### src/rtl/igwc_pkg.sv
// Shared types, codes and constants of the IMU gesture window classifier.
package igwc_pkg;

    localparam int WINDOW_LEN_DEF = 5;
    localparam int PADDR_W        = 5;

    localparam int unsigned THROW_MIN_LOW  = 3;
    localparam int unsigned TWIST_MIN_ROT  = 2;
    localparam int unsigned SHAKE_MIN_HIGH = 2;

    typedef enum logic [1:0] {
        CLS_QUIET = 2'd0,
        CLS_LOW   = 2'd1,
        CLS_HIGH  = 2'd2,
        CLS_ROT   = 2'd3
    } class_t;

    typedef enum logic [1:0] {
        GEST_NONE  = 2'd0,
        GEST_THROW = 2'd1,
        GEST_TWIST = 2'd2,
        GEST_SHAKE = 2'd3
    } gesture_t;

    typedef enum logic [2:0] {
        REG_LOW_MAG   = 3'd0,
        REG_HIGH_MAG  = 3'd1,
        REG_ROT_LIMIT = 3'd2,
        REG_ONE_G     = 3'd3,
        REG_LEVEL_TOL = 3'd4,
        REG_HOLDOFF   = 3'd5
    } reg_idx_t;

    localparam logic [31:0] LOW_MAG_RST   = 32'd26843546;
    localparam logic [31:0] HIGH_MAG_RST  = 32'd805306368;
    localparam logic [15:0] ROT_LIMIT_RST = 16'd3608;
    localparam logic [14:0] ONE_G_RST     = 15'd16384;
    localparam logic [14:0] LEVEL_TOL_RST = 15'd2458;
    localparam logic [15:0] HOLDOFF_RST   = 16'd1000;

    function automatic logic [15:0] mag16(input logic signed [15:0] v);
        logic [15:0] r;
        r = v[15] ? 16'(-v) : 16'(v);
        return r;
    endfunction

endpackage

### src/rtl/igwc_sqacc.sv
// Shared squaring accumulator: adds the square of one axis per enabled cycle.
module igwc_sqacc (
    input  logic               aclk,
    input  logic               clear,
    input  logic               en,
    input  logic signed [15:0] operand,
    output logic [31:0]        acc
);

    logic [15:0] mag;
    logic [31:0] prod;
    logic [31:0] acc_reg;

    assign mag  = igwc_pkg::mag16(operand);
    assign prod = mag * mag;
    assign acc  = acc_reg;

    // three squares of 16-bit magnitudes stay below 2^32
    always_ff @(posedge aclk) begin
        if (clear) begin
            acc_reg <= '0;
        end else if (en) begin
            acc_reg <= acc_reg + prod;
        end
    end

endmodule

### src/rtl/imu_gesture_window_classifier.sv
// One sample at a time: s_ready is high only while idle, so no new sample is
// taken until the last result has loaded the output register.
// Each sample passes the shared squarer (one axis at a time) and then
// the histogram pass, which visits one window entry per cycle.
// Reset (synchronous, aresetn low): registers to defaults, window quiet,
// write slot and last detection time zero, no result pending.
module imu_gesture_window_classifier #(
    parameter int WINDOW_LEN = igwc_pkg::WINDOW_LEN_DEF
) (
    input  logic                        aclk,
    input  logic                        aresetn,
    input  logic                        s_valid,
    output logic                        s_ready,
    input  logic signed [15:0]          s_accel_x,
    input  logic signed [15:0]          s_accel_y,
    input  logic signed [15:0]          s_accel_z,
    input  logic signed [15:0]          s_rate_x,
    input  logic signed [15:0]          s_rate_y,
    input  logic signed [15:0]          s_rate_z,
    input  logic [31:0]                 s_time_ms,
    output logic                        m_valid,
    input  logic                        m_ready,
    output logic [1:0]                  m_gesture,
    output logic [1:0]                  m_sample_class,
    input  logic                        psel,
    input  logic                        penable,
    input  logic                        pwrite,
    input  logic [igwc_pkg::PADDR_W-1:0] paddr,
    input  logic [31:0]                 pwdata,
    output logic [31:0]                 prdata,
    output logic                        pready
);

    localparam int IDX_W = $clog2(WINDOW_LEN);
    localparam int CNT_W = $clog2(WINDOW_LEN + 1);

    typedef enum logic [2:0] {
        ST_IDLE,
        ST_SQ,
        ST_CLS,
        ST_CNT,
        ST_DEC
    } state_t;

    // configuration
    logic [31:0] low_mag_reg;
    logic [31:0] high_mag_reg;
    logic [15:0] rot_limit_reg;
    logic [14:0] one_g_reg;
    logic [14:0] level_tol_reg;
    logic [15:0] holdoff_reg;

    logic       cfg_wr;
    logic [2:0] cfg_idx;

    state_t                  state_reg;
    logic [1:0]              sq_cnt_reg;
    logic signed [15:0]      ax_reg, ay_reg, az_reg;
    logic [15:0]             gx_reg, gy_reg, gz_reg;
    logic [31:0]             time_reg;
    logic [1:0]              window_reg [WINDOW_LEN];
    logic [IDX_W-1:0]        slot_reg;
    logic [IDX_W-1:0]        slot_next;
    logic [IDX_W-1:0]        idx_reg;
    logic [CNT_W-1:0]        cnt_low_reg, cnt_high_reg, cnt_rot_reg;
    logic [1:0]              oldest_reg;
    igwc_pkg::class_t        cls_reg;
    logic [31:0]             last_det_reg;
    logic                    m_valid_reg;
    logic [1:0]              m_gesture_reg;
    logic [1:0]              m_class_reg;

    logic                    accept;
    logic signed [15:0]      sq_operand;
    logic [31:0]             mag_sum;
    igwc_pkg::class_t        cls_now;
    logic [1:0]              entry;
    logic [31:0]             elapsed;
    logic [15:0]             az_mag;
    logic signed [16:0]      dev;
    logic [16:0]             adev;
    igwc_pkg::gesture_t      gest;
    logic                    out_free;

    assign pready  = 1'b1;
    assign cfg_wr  = psel && penable && pwrite;
    assign cfg_idx = paddr[igwc_pkg::PADDR_W-1:2];

    always_comb begin
        case (cfg_idx)
            igwc_pkg::REG_LOW_MAG:   prdata = low_mag_reg;
            igwc_pkg::REG_HIGH_MAG:  prdata = high_mag_reg;
            igwc_pkg::REG_ROT_LIMIT: prdata = {16'd0, rot_limit_reg};
            igwc_pkg::REG_ONE_G:     prdata = {17'd0, one_g_reg};
            igwc_pkg::REG_LEVEL_TOL: prdata = {17'd0, level_tol_reg};
            igwc_pkg::REG_HOLDOFF:   prdata = {16'd0, holdoff_reg};
            default:                 prdata = '0;
        endcase
    end

    always_ff @(posedge aclk) begin
        if (!aresetn) begin
            low_mag_reg   <= igwc_pkg::LOW_MAG_RST;
            high_mag_reg  <= igwc_pkg::HIGH_MAG_RST;
            rot_limit_reg <= igwc_pkg::ROT_LIMIT_RST;
            one_g_reg     <= igwc_pkg::ONE_G_RST;
            level_tol_reg <= igwc_pkg::LEVEL_TOL_RST;
            holdoff_reg   <= igwc_pkg::HOLDOFF_RST;
        end else if (cfg_wr) begin
            case (cfg_idx)
                igwc_pkg::REG_LOW_MAG:   low_mag_reg   <= pwdata;
                igwc_pkg::REG_HIGH_MAG:  high_mag_reg  <= pwdata;
                igwc_pkg::REG_ROT_LIMIT: rot_limit_reg <= pwdata[15:0];
                igwc_pkg::REG_ONE_G:     one_g_reg     <= pwdata[14:0];
                igwc_pkg::REG_LEVEL_TOL: level_tol_reg <= pwdata[14:0];
                igwc_pkg::REG_HOLDOFF:   holdoff_reg   <= pwdata[15:0];
                default: ;
            endcase
        end
    end

    assign s_ready        = (state_reg == ST_IDLE);
    assign accept         = s_valid && s_ready;
    assign m_valid        = m_valid_reg;
    assign m_gesture      = m_gesture_reg;
    assign m_sample_class = m_class_reg;
    assign out_free       = !m_valid_reg || m_ready;

    always_comb begin
        case (sq_cnt_reg)
            2'd0:    sq_operand = ax_reg;
            2'd1:    sq_operand = ay_reg;
            default: sq_operand = az_reg;
        endcase
    end

    igwc_sqacc u_sqacc (
        .aclk    (aclk),
        .clear   (accept),
        .en      (state_reg == ST_SQ),
        .operand (sq_operand),
        .acc     (mag_sum)
    );

    always_comb begin
        if (mag_sum < low_mag_reg) begin
            cls_now = igwc_pkg::CLS_LOW;
        end else if (mag_sum > high_mag_reg) begin
            cls_now = igwc_pkg::CLS_HIGH;
        end else if (gx_reg > rot_limit_reg || gy_reg > rot_limit_reg ||
                     gz_reg > rot_limit_reg) begin
            cls_now = igwc_pkg::CLS_ROT;
        end else begin
            cls_now = igwc_pkg::CLS_QUIET;
        end
    end

    assign slot_next = (slot_reg == IDX_W'(WINDOW_LEN - 1)) ? '0 : slot_reg + 1'b1;
    assign entry     = window_reg[idx_reg];

    // decision rules, later rule wins
    assign elapsed = time_reg - last_det_reg;
    assign az_mag  = igwc_pkg::mag16(az_reg);
    assign dev     = $signed({1'b0, az_mag}) - $signed({2'b00, one_g_reg});
    assign adev    = dev[16] ? 17'(-dev) : 17'(dev);

    always_comb begin
        gest = igwc_pkg::GEST_NONE;
        if (elapsed > {16'd0, holdoff_reg}) begin
            if (oldest_reg == igwc_pkg::CLS_LOW &&
                32'(cnt_low_reg) >= igwc_pkg::THROW_MIN_LOW) begin
                gest = igwc_pkg::GEST_THROW;
            end
            if (oldest_reg == igwc_pkg::CLS_ROT &&
                32'(cnt_rot_reg) >= igwc_pkg::TWIST_MIN_ROT &&
                cnt_low_reg == '0 && cnt_high_reg == '0 &&
                adev < {2'b00, level_tol_reg}) begin
                gest = igwc_pkg::GEST_TWIST;
            end
            if (oldest_reg == igwc_pkg::CLS_HIGH &&
                32'(cnt_high_reg) >= igwc_pkg::SHAKE_MIN_HIGH &&
                cnt_low_reg == '0) begin
                gest = igwc_pkg::GEST_SHAKE;
            end
        end
    end

    always_ff @(posedge aclk) begin
        if (!aresetn) begin
            state_reg    <= ST_IDLE;
            sq_cnt_reg   <= '0;
            slot_reg     <= '0;
            idx_reg      <= '0;
            last_det_reg <= '0;
            m_valid_reg  <= 1'b0;
            for (int i = 0; i < WINDOW_LEN; i++) begin
                window_reg[i] <= igwc_pkg::CLS_QUIET;
            end
        end else begin
            // a new result loads the output register, else a taken one frees it
            if (state_reg == ST_DEC && out_free) begin
                m_valid_reg <= 1'b1;
            end else if (m_valid_reg && m_ready) begin
                m_valid_reg <= 1'b0;
            end
            case (state_reg)
                ST_IDLE: begin
                    if (accept) begin
                        ax_reg     <= s_accel_x;
                        ay_reg     <= s_accel_y;
                        az_reg     <= s_accel_z;
                        gx_reg     <= igwc_pkg::mag16(s_rate_x);
                        gy_reg     <= igwc_pkg::mag16(s_rate_y);
                        gz_reg     <= igwc_pkg::mag16(s_rate_z);
                        time_reg   <= s_time_ms;
                        sq_cnt_reg <= '0;
                        state_reg  <= ST_SQ;
                    end
                end
                ST_SQ: begin
                    sq_cnt_reg <= sq_cnt_reg + 1'b1;
                    if (sq_cnt_reg == 2'd2) begin
                        state_reg <= ST_CLS;
                    end
                end
                ST_CLS: begin
                    window_reg[slot_reg] <= cls_now;
                    cls_reg      <= cls_now;
                    slot_reg     <= slot_next;
                    idx_reg      <= '0;
                    cnt_low_reg  <= '0;
                    cnt_high_reg <= '0;
                    cnt_rot_reg  <= '0;
                    state_reg    <= ST_CNT;
                end
                ST_CNT: begin
                    case (entry)
                        igwc_pkg::CLS_LOW:  cnt_low_reg  <= cnt_low_reg + 1'b1;
                        igwc_pkg::CLS_HIGH: cnt_high_reg <= cnt_high_reg + 1'b1;
                        igwc_pkg::CLS_ROT:  cnt_rot_reg  <= cnt_rot_reg + 1'b1;
                        default: ;
                    endcase
                    // the slot after the new write holds the oldest class
                    if (idx_reg == slot_reg) begin
                        oldest_reg <= entry;
                    end
                    if (idx_reg == IDX_W'(WINDOW_LEN - 1)) begin
                        state_reg <= ST_DEC;
                    end else begin
                        idx_reg <= idx_reg + 1'b1;
                    end
                end
                ST_DEC: begin
                    if (out_free) begin
                        m_gesture_reg <= gest;
                        m_class_reg   <= cls_reg;
                        if (gest != igwc_pkg::GEST_NONE) begin
                            last_det_reg <= time_reg;
                        end
                        state_reg <= ST_IDLE;
                    end
                end
                default: state_reg <= ST_IDLE;
            endcase
        end
    end

endmodule

### config.mk
export PLATFORM = sky130hd
export DESIGN_NAME = imu_gesture_window_classifier
export DESIGN_NICKNAME = d
export VERILOG_FILES = /design/src/rtl/igwc_pkg.sv /design/src/rtl/igwc_sqacc.sv /design/src/rtl/imu_gesture_window_classifier.sv
export SDC_FILE = /design/constraint.sdc
export NUM_CORES = 1
export LEC_CHECK = 0
export BUFFER_PORTS_ARGS = -buffer_cell sky130_fd_sc_hd__clkbuf_2
export CAP_MARGIN = 20
export CORE_UTILIZATION = 40
export CTS_BUF_LIST = sky130_fd_sc_hd__clkbuf_16
export DETAILED_ROUTE_END_ITERATION = 8
export HOLD_SLACK_MARGIN = 0.05
export PLACE_DENSITY = 0.6
export RECOVER_POWER = 50
export SLEW_MARGIN = 5
export SYNTH_ARGS = -nofsm -noshare
export SYNTH_HDL_FRONTEND = slang
export SYNTH_SLANG_ARGS = --single-unit
### constraint.sdc
create_clock -name aclk -period 26.4 [get_ports aclk]
set_input_delay 2.64 -clock aclk [delete_from_list [all_inputs] [get_ports aclk]]
set_output_delay 2.64 -clock aclk [all_outputs]
set_load 0.1 [all_outputs]
# Word-level counts from Yosys, hierarchy flattened
# Memories as Yosys holds them, arrays and structs flattened. A register that Yosys moved wholly into a read port is not among the register bits.
# Index checks and enable logic that the tools add are counted.
word_totals:
  regBits: 347
  elab_cells: 170
  ramBits: 10
  n_memories: 1
  inputBits: 172
op_classes:
  n_reduce_logical: 43
  magnitude_cmp: 10
  n_addsub: 15
  mul: 1
  mux: 42
  eq_ne: 28
memory_table:
  columns: ["memory", "words", "word_bits", "read_ports", "rd_ports_with_merged_regs", "wr", "line_no", "source"]
  rows:
  - ["window_reg", 5, 2, 1, 1, 5, "imu_gesture_window_classifier.sv:61", "logic [1:0] window_reg [WINDOW_LEN];"]
op_table:
  columns: ["op", "count"]
  rows:
  - ["32-bit case mux with 6 select lines", 1]
  - ["16-bit negation", 5]
  - ["16-bit > comparator", 3]
  - ["15-bit 2-to-1 mux", 3]
  - ["3-bit 2-to-1 mux", 12]
  - ["32-bit adder", 1]
  - ["32-bit by 16-bit > comparator with 1-bit output", 1]
  - ["32-bit > comparator", 1]
  - ["32-bit < comparator", 1]
  - ["16-bit by 16-bit multiplier with 32-bit output", 1]
  - ["16-bit 2-to-1 mux", 2]
  - ["16-bit case mux with 2 select lines", 1]
  - ["32-bit subtractor", 1]
  - ["3-bit case mux with 2 select lines", 4]
  - ["3-bit AND reduction", 7]
  - ["2-bit AND reduction", 9]
  - ["17-bit by 15-bit < comparator with 1-bit output", 1]
  - ["17-bit 2-to-1 mux", 1]
  - ["17-bit negation", 1]
  - ["16-bit by 15-bit subtractor with 17-bit output", 1]
  - ["2-bit 2-to-1 mux", 8]
  - ["3-bit by 1-bit adder with 3-bit output, second input constant", 5]
  - ["3-bit == test, second input constant", 5]
  - ["3-bit case mux with 5 select lines", 1]
  - ["19 further kinds", 63]

# Depth between registers and ports, before layout
depth:
  ltp_word: 12
  ltp_mapped: 39
  mapped_depth_nobuf: 37

# Hierarchy
# From an unflattened synthesis, not the netlist that was laid out.
unflattened:
  hier_cells: 3393
  hier_area_um2: 29965.0
by_module_without_submodules:
  columns: ["module", "area_per_inst_um2", "seq_area_each_um2", "instances", "cells_each"]
  rows:
  - ["imu_gesture_window_classifier", 20367.0, 8298.0, 1, 2265]
  - ["igwc_sqacc", 9598.0, 640.6, 1, 1128]

# Worst setup path after synthesis
# No wires, ideal clock.
synth_timing:
  path_kind: "flip-flop to flip-flop"
  startpoint: "register sq_cnt_reg[0]"
  endpoint: "register u_sqacc.acc_reg[30], in the netlist u_sqacc.acc[30]"
  period_less_slack_ns: 8.724
  stages_incl_launch_ff: 36
  arrival_time_ns: 8.603
  slack_ns: 17.676
  path_cell_list: "dfxtp_1 -> inv_1 -> ha_1 -> clkbuf_1 -> nor2_1 -> clkbuf_1 -> nand2_1 -> nand2_1 -> clkinv_1 -> ha_1 -> and3_1 -> a21oi_1 -> xor2_1 -> inv_1 -> nor2_1 -> fa_1 -> inv_1 -> fa_1 -> fa_1 -> fa_1 -> inv_1 -> fa_1 -> inv_1 -> fa_1 -> inv_1 -> ha_1 -> nand2_1 -> o31ai_1 -> a21oi_1 -> o211ai_1 -> a21oi_1 -> o31ai_1 -> nand3_1 -> a21boi_0 -> mux2i_1 -> a221o_1"
synth_between:
  elab_chain_len: 6
  word_cells_on_any_way: 7
synth_lines:
  columns: ["item", "line_no", "source"]
  rows:
  - ["from (decl)", "imu_gesture_window_classifier.sv:57", "logic [1:0] sq_cnt_reg;"]
  - ["from (signal assigned)", "imu_gesture_window_classifier.sv:221", "sq_cnt_reg <= sq_cnt_reg + 1'b1;"]
  - ["2-bit by 1-bit == test with 1-bit output or 2-bit zero test (tied branches)", "imu_gesture_window_classifier.sv:130", "case (sq_cnt_reg)"]
  - ["16-bit case mux with 2 select lines (*)", "imu_gesture_window_classifier.sv:130", null]
  - ["16-bit negation", "igwc_pkg.sv:43", "r = v[15] ? 16'(-v) : 16'(v);"]
  - ["16-bit 2-to-1 mux (*)", "igwc_pkg.sv:43", null]
  - ["16-bit by 16-bit multiplier with 32-bit output (*)", "igwc_sqacc.sv:15", "assign prod = mag * mag;"]
  - ["32-bit adder (*)", "igwc_sqacc.sv:23", "acc_reg <= acc_reg + prod;"]
  - ["to (signal assigned)", "igwc_sqacc.sv:23", null]
  - ["to (decl)", "igwc_sqacc.sv:12", "logic [31:0] acc_reg;"]
# Mark *: on every way between the ends. The rest lies on a longest branch, timed or not.
# A chain may end at the register's enable or synchronous reset.

# Worst setup path after layout
layout_timing:
  startpoint: "register sq_cnt_reg[0]"
  endpoint: "register u_sqacc.acc_reg[31], in the netlist u_sqacc.acc[31]"
# The elaborated chain is that of the path after synthesis.

==> out/metrics.csv <==
stage,metric,value,unit
yosys,Synth Area in Compound Gates,17.0,%
status,run status,"complete, but fails checks",
clock_tree,CTS tree,yes,
layout,fin area,0.0336,mm^2
routing,Initial DRC Count,1773,
setup_path,CP Capture Type,flip-flop,
layout,fraction of layout cells with a size suffix above 1,9.71,%
setup_path,crit path kind,reg2reg,
global_routing,grt met3 use,2.64,%
hold_path,Hold Crit Class,reg2reg,
routing,Avg WL per Cell,18.7,um
timing,Max Fclk,92.7,MHz
setup_path,"delay-heaviest family, CP",adder cells,
setup_path,Worst path slowest cell,xor2_1,
yosys,Post-Synth Adder-Cell Area,25.7,%
yosys,mux cell area share after synthesis,1.20,%
global_routing,M2 GR Usage,36.0,%
floorplan,Die Ht,277,um
clock_tree,Num CTS Buffers,45,
yosys,post-synthesis cell area,0.0301,mm^2
yosys,yosys synthesis warning count,0,
yosys,Synth Area per Inst,9.00,um^2
routing,vias per cell,5.24,
placed_design,hpwl dp,66.5,mm
timing,Final period util,40.9,%
setup_path,startpoint types,flip-flop,
global_routing,first-pass GRT wire length,133,mm
routing,Vias,23800,
setup_path,Worst Path Arrival,11.29,ns
layout,fillcell total,7317,
placed_design,# port buffers,207,
layout,Final nets,4203,
setup_path,Crit path buffers/inverters,10,
timing,Final WS setup,15.61,ns
clock_tree,Post-CTS Hold Fix Bufs,0,
layout,Finished Core Util,45.1,%
global_routing,largest net degree at the start of global routing,91,
timing,Slew Limit Headroom,-168,%
status,failing checks,"capacitance limit, slew limit",
global_routing,vias in the first global route,23300,
layout,"commonest cells after routing, fill and taps aside","inv_1, nand2_1, ha_1",
timing,clock period minus final worst setup slack,10.79,ns
yosys,post-synthesis sequential area ratio,29.7,%
yosys,number of synthesized register bits,366,
routing,DR pass1 iterations,7,
clock_tree,post-CTS setup repair buffer count,0,
timing,Clock Skews,0.0434,ns
yosys,share of the synthesized area in the top cell type,16.0,%
routing,Routed Antenna Nets,0,
yosys,Synth Area in Simple Gates,14.0,%
global_routing,total track usage,22.3,%
clock_tree,clk buf depth,3,
global_routing,antenna violations before repair,3,
timing,Tightest Pin Transition,4.02,ns
yosys,"Distinct cells, synth",88,
yosys,Cells after Synth,3349,
global_routing,GRT Residual Overflow,0,
timing,unrepaired setup endpoints after global routing,no,
timing,setup_tns,0,ns
clock_tree,Root Driver,clkbuf_16,
placed_design,gpl congestion,0.900,
layout,multi-input logic area,0.0188,mm^2
yosys,xor/xnor share of the synthesized area,4.07,%
clock_tree,Clock Pin Slew Worst Setup and Hold Paths,0.06,ns
layout,# diodes,0,
yosys,Post-synth top flop,dfxtp_1,
floorplan,Initial Utilization,40.5,%
global_routing,met1 GRT Util,30.5,%
yosys,"EDFF count, synth",161,
floorplan,Die ar.,0.0765,mm^2
placed_design,Placement Cell Area,0.0322,mm^2
setup_path,"Largest stage delay, worst path",0.62,ns
run,max_cap viols,4,
global_routing,busiest grt layer,met2,
routing,final wirelength,84.7,mm
floorplan,Die Width,277,um
routing,number of remaining DRC errors,0,
setup_path,largest fanout on the critical path,17,
layout,Area Growth Syn to Fin,11.4,%
yosys,largest family of logic cells by synthesized area,adder cells,
floorplan,Ports,211,
setup_path,Critical Path RT,26.90,ns
yosys,"FFs w/ async S/R, synth",0,%
yosys,Area contributors post-synth,"edfxtp_1, dfxtp_1, fa_1, ha_1, inv_1",
floorplan,row cnt,100,
placed_design,pre-CTS setup slack,15.27,ns
layout,"commonest non-fill, non-tap cell in the layout",inv_1,
timing,Final Setup Violations,0,
timing,Pins Over Slew Limit,258,
clock_tree,Post-CTS Resized,0,
clock_tree,number of levels in the clock H-tree,2,
yosys,cell taking the most area after synthesis,edfxtp_1,
clock_tree,Worst-Skew Late Latency,0.62,ns
floorplan,core area,0.0744,mm^2
layout,register area,0.00894,mm^2
timing,final hold violations,0,
clock_tree,# clock sinks,366,
==> synthesized netlist by cell type (all sizes together), types with 96 or more instances <==
library cell	count
a21boi	105
a21oi	121
clkbuf	96
dfxtp	205
edfxtp	161
fa	195
ha	307
inv	540
nand2	472
nor2	174
o21ai	127
xnor2	101
==> per-layer routing <==
| layer | vias up | wire (um) |
|---|---|---|
| li1 | 11700 | - |
| met1 | 11300 | 38600 |
| met2 | 660 | 38500 |
| met3 | 129 | 4540 |
| met4 | 2 | 3020 |
| met5 | - | 17 |
==> metrics by stage <==
step | cells | hold WS, ns
floorplan | 3358 | 0.400
CTS | 4531 | 0.420
detailed placement | 4448 | 0.407
global placement | 4447 | 0.405
global route | 4534 | 0.430
finish | 4534 | 0.417
==> kinds of logic (layout without fill, tap and decap cells) <==
kind of cell / after synthesis / count (layout)
and+or+nand+nor: 928 / 928
AOI/OAI and AO/OA: 726 / 726
buffers and inverters: 658 / 865
adders and majority gates: 502 / 502
DFF: 366 / 366
xor gates and xnor gates: 140 / 140
muxes: 27 / 27
other: 2 / 11
==> worst register-to-register path, delay by kind of cell (launching register included) <==
kind | cells | cell delay (ns)
buf+inv | 10 | 1.89
fa+ha+maj | 9 | 4.06
flops | 1 | 0.37
xor+xnor | 1 | 0.62
compound gates | 8 | 2.07
simple gates | 8 | 1.68
==> path summary, 6_finish.rpt <==
| kind | startpoint | end | slack (ns) | cells past startpoint |
|---|---|---|---|---|
| setup / recovery | sq_cnt_reg[0] | u_sqacc.acc[31] | 15.61 | 36 |
| hold / removal | cls_reg[1] | m_sample_class[1] | 0.42 | 0 |
| setup reg to reg | sq_cnt_reg[0] | u_sqacc.acc[31] | 15.61 | 36 |
| hold reg to reg | cls_reg[1] | m_sample_class[1] | 0.42 | 0 |
==> layout make-up <==
class / count / area share (%)
Sequential cell: 366 / 26.6
Timing Repair Buffer: 234 / 3.56
Clock buffer: 45 / 3.35
Multi-Input combinational cell: 2334 / 55.9
Inverter: 548 / 6.13
Tap cell: 969 / 3.61
Clock inverter: 38 / 0.865
Power is not shown: default switching activity piles up to over one toggle a cycle in this logic, so the estimate is an artifact.
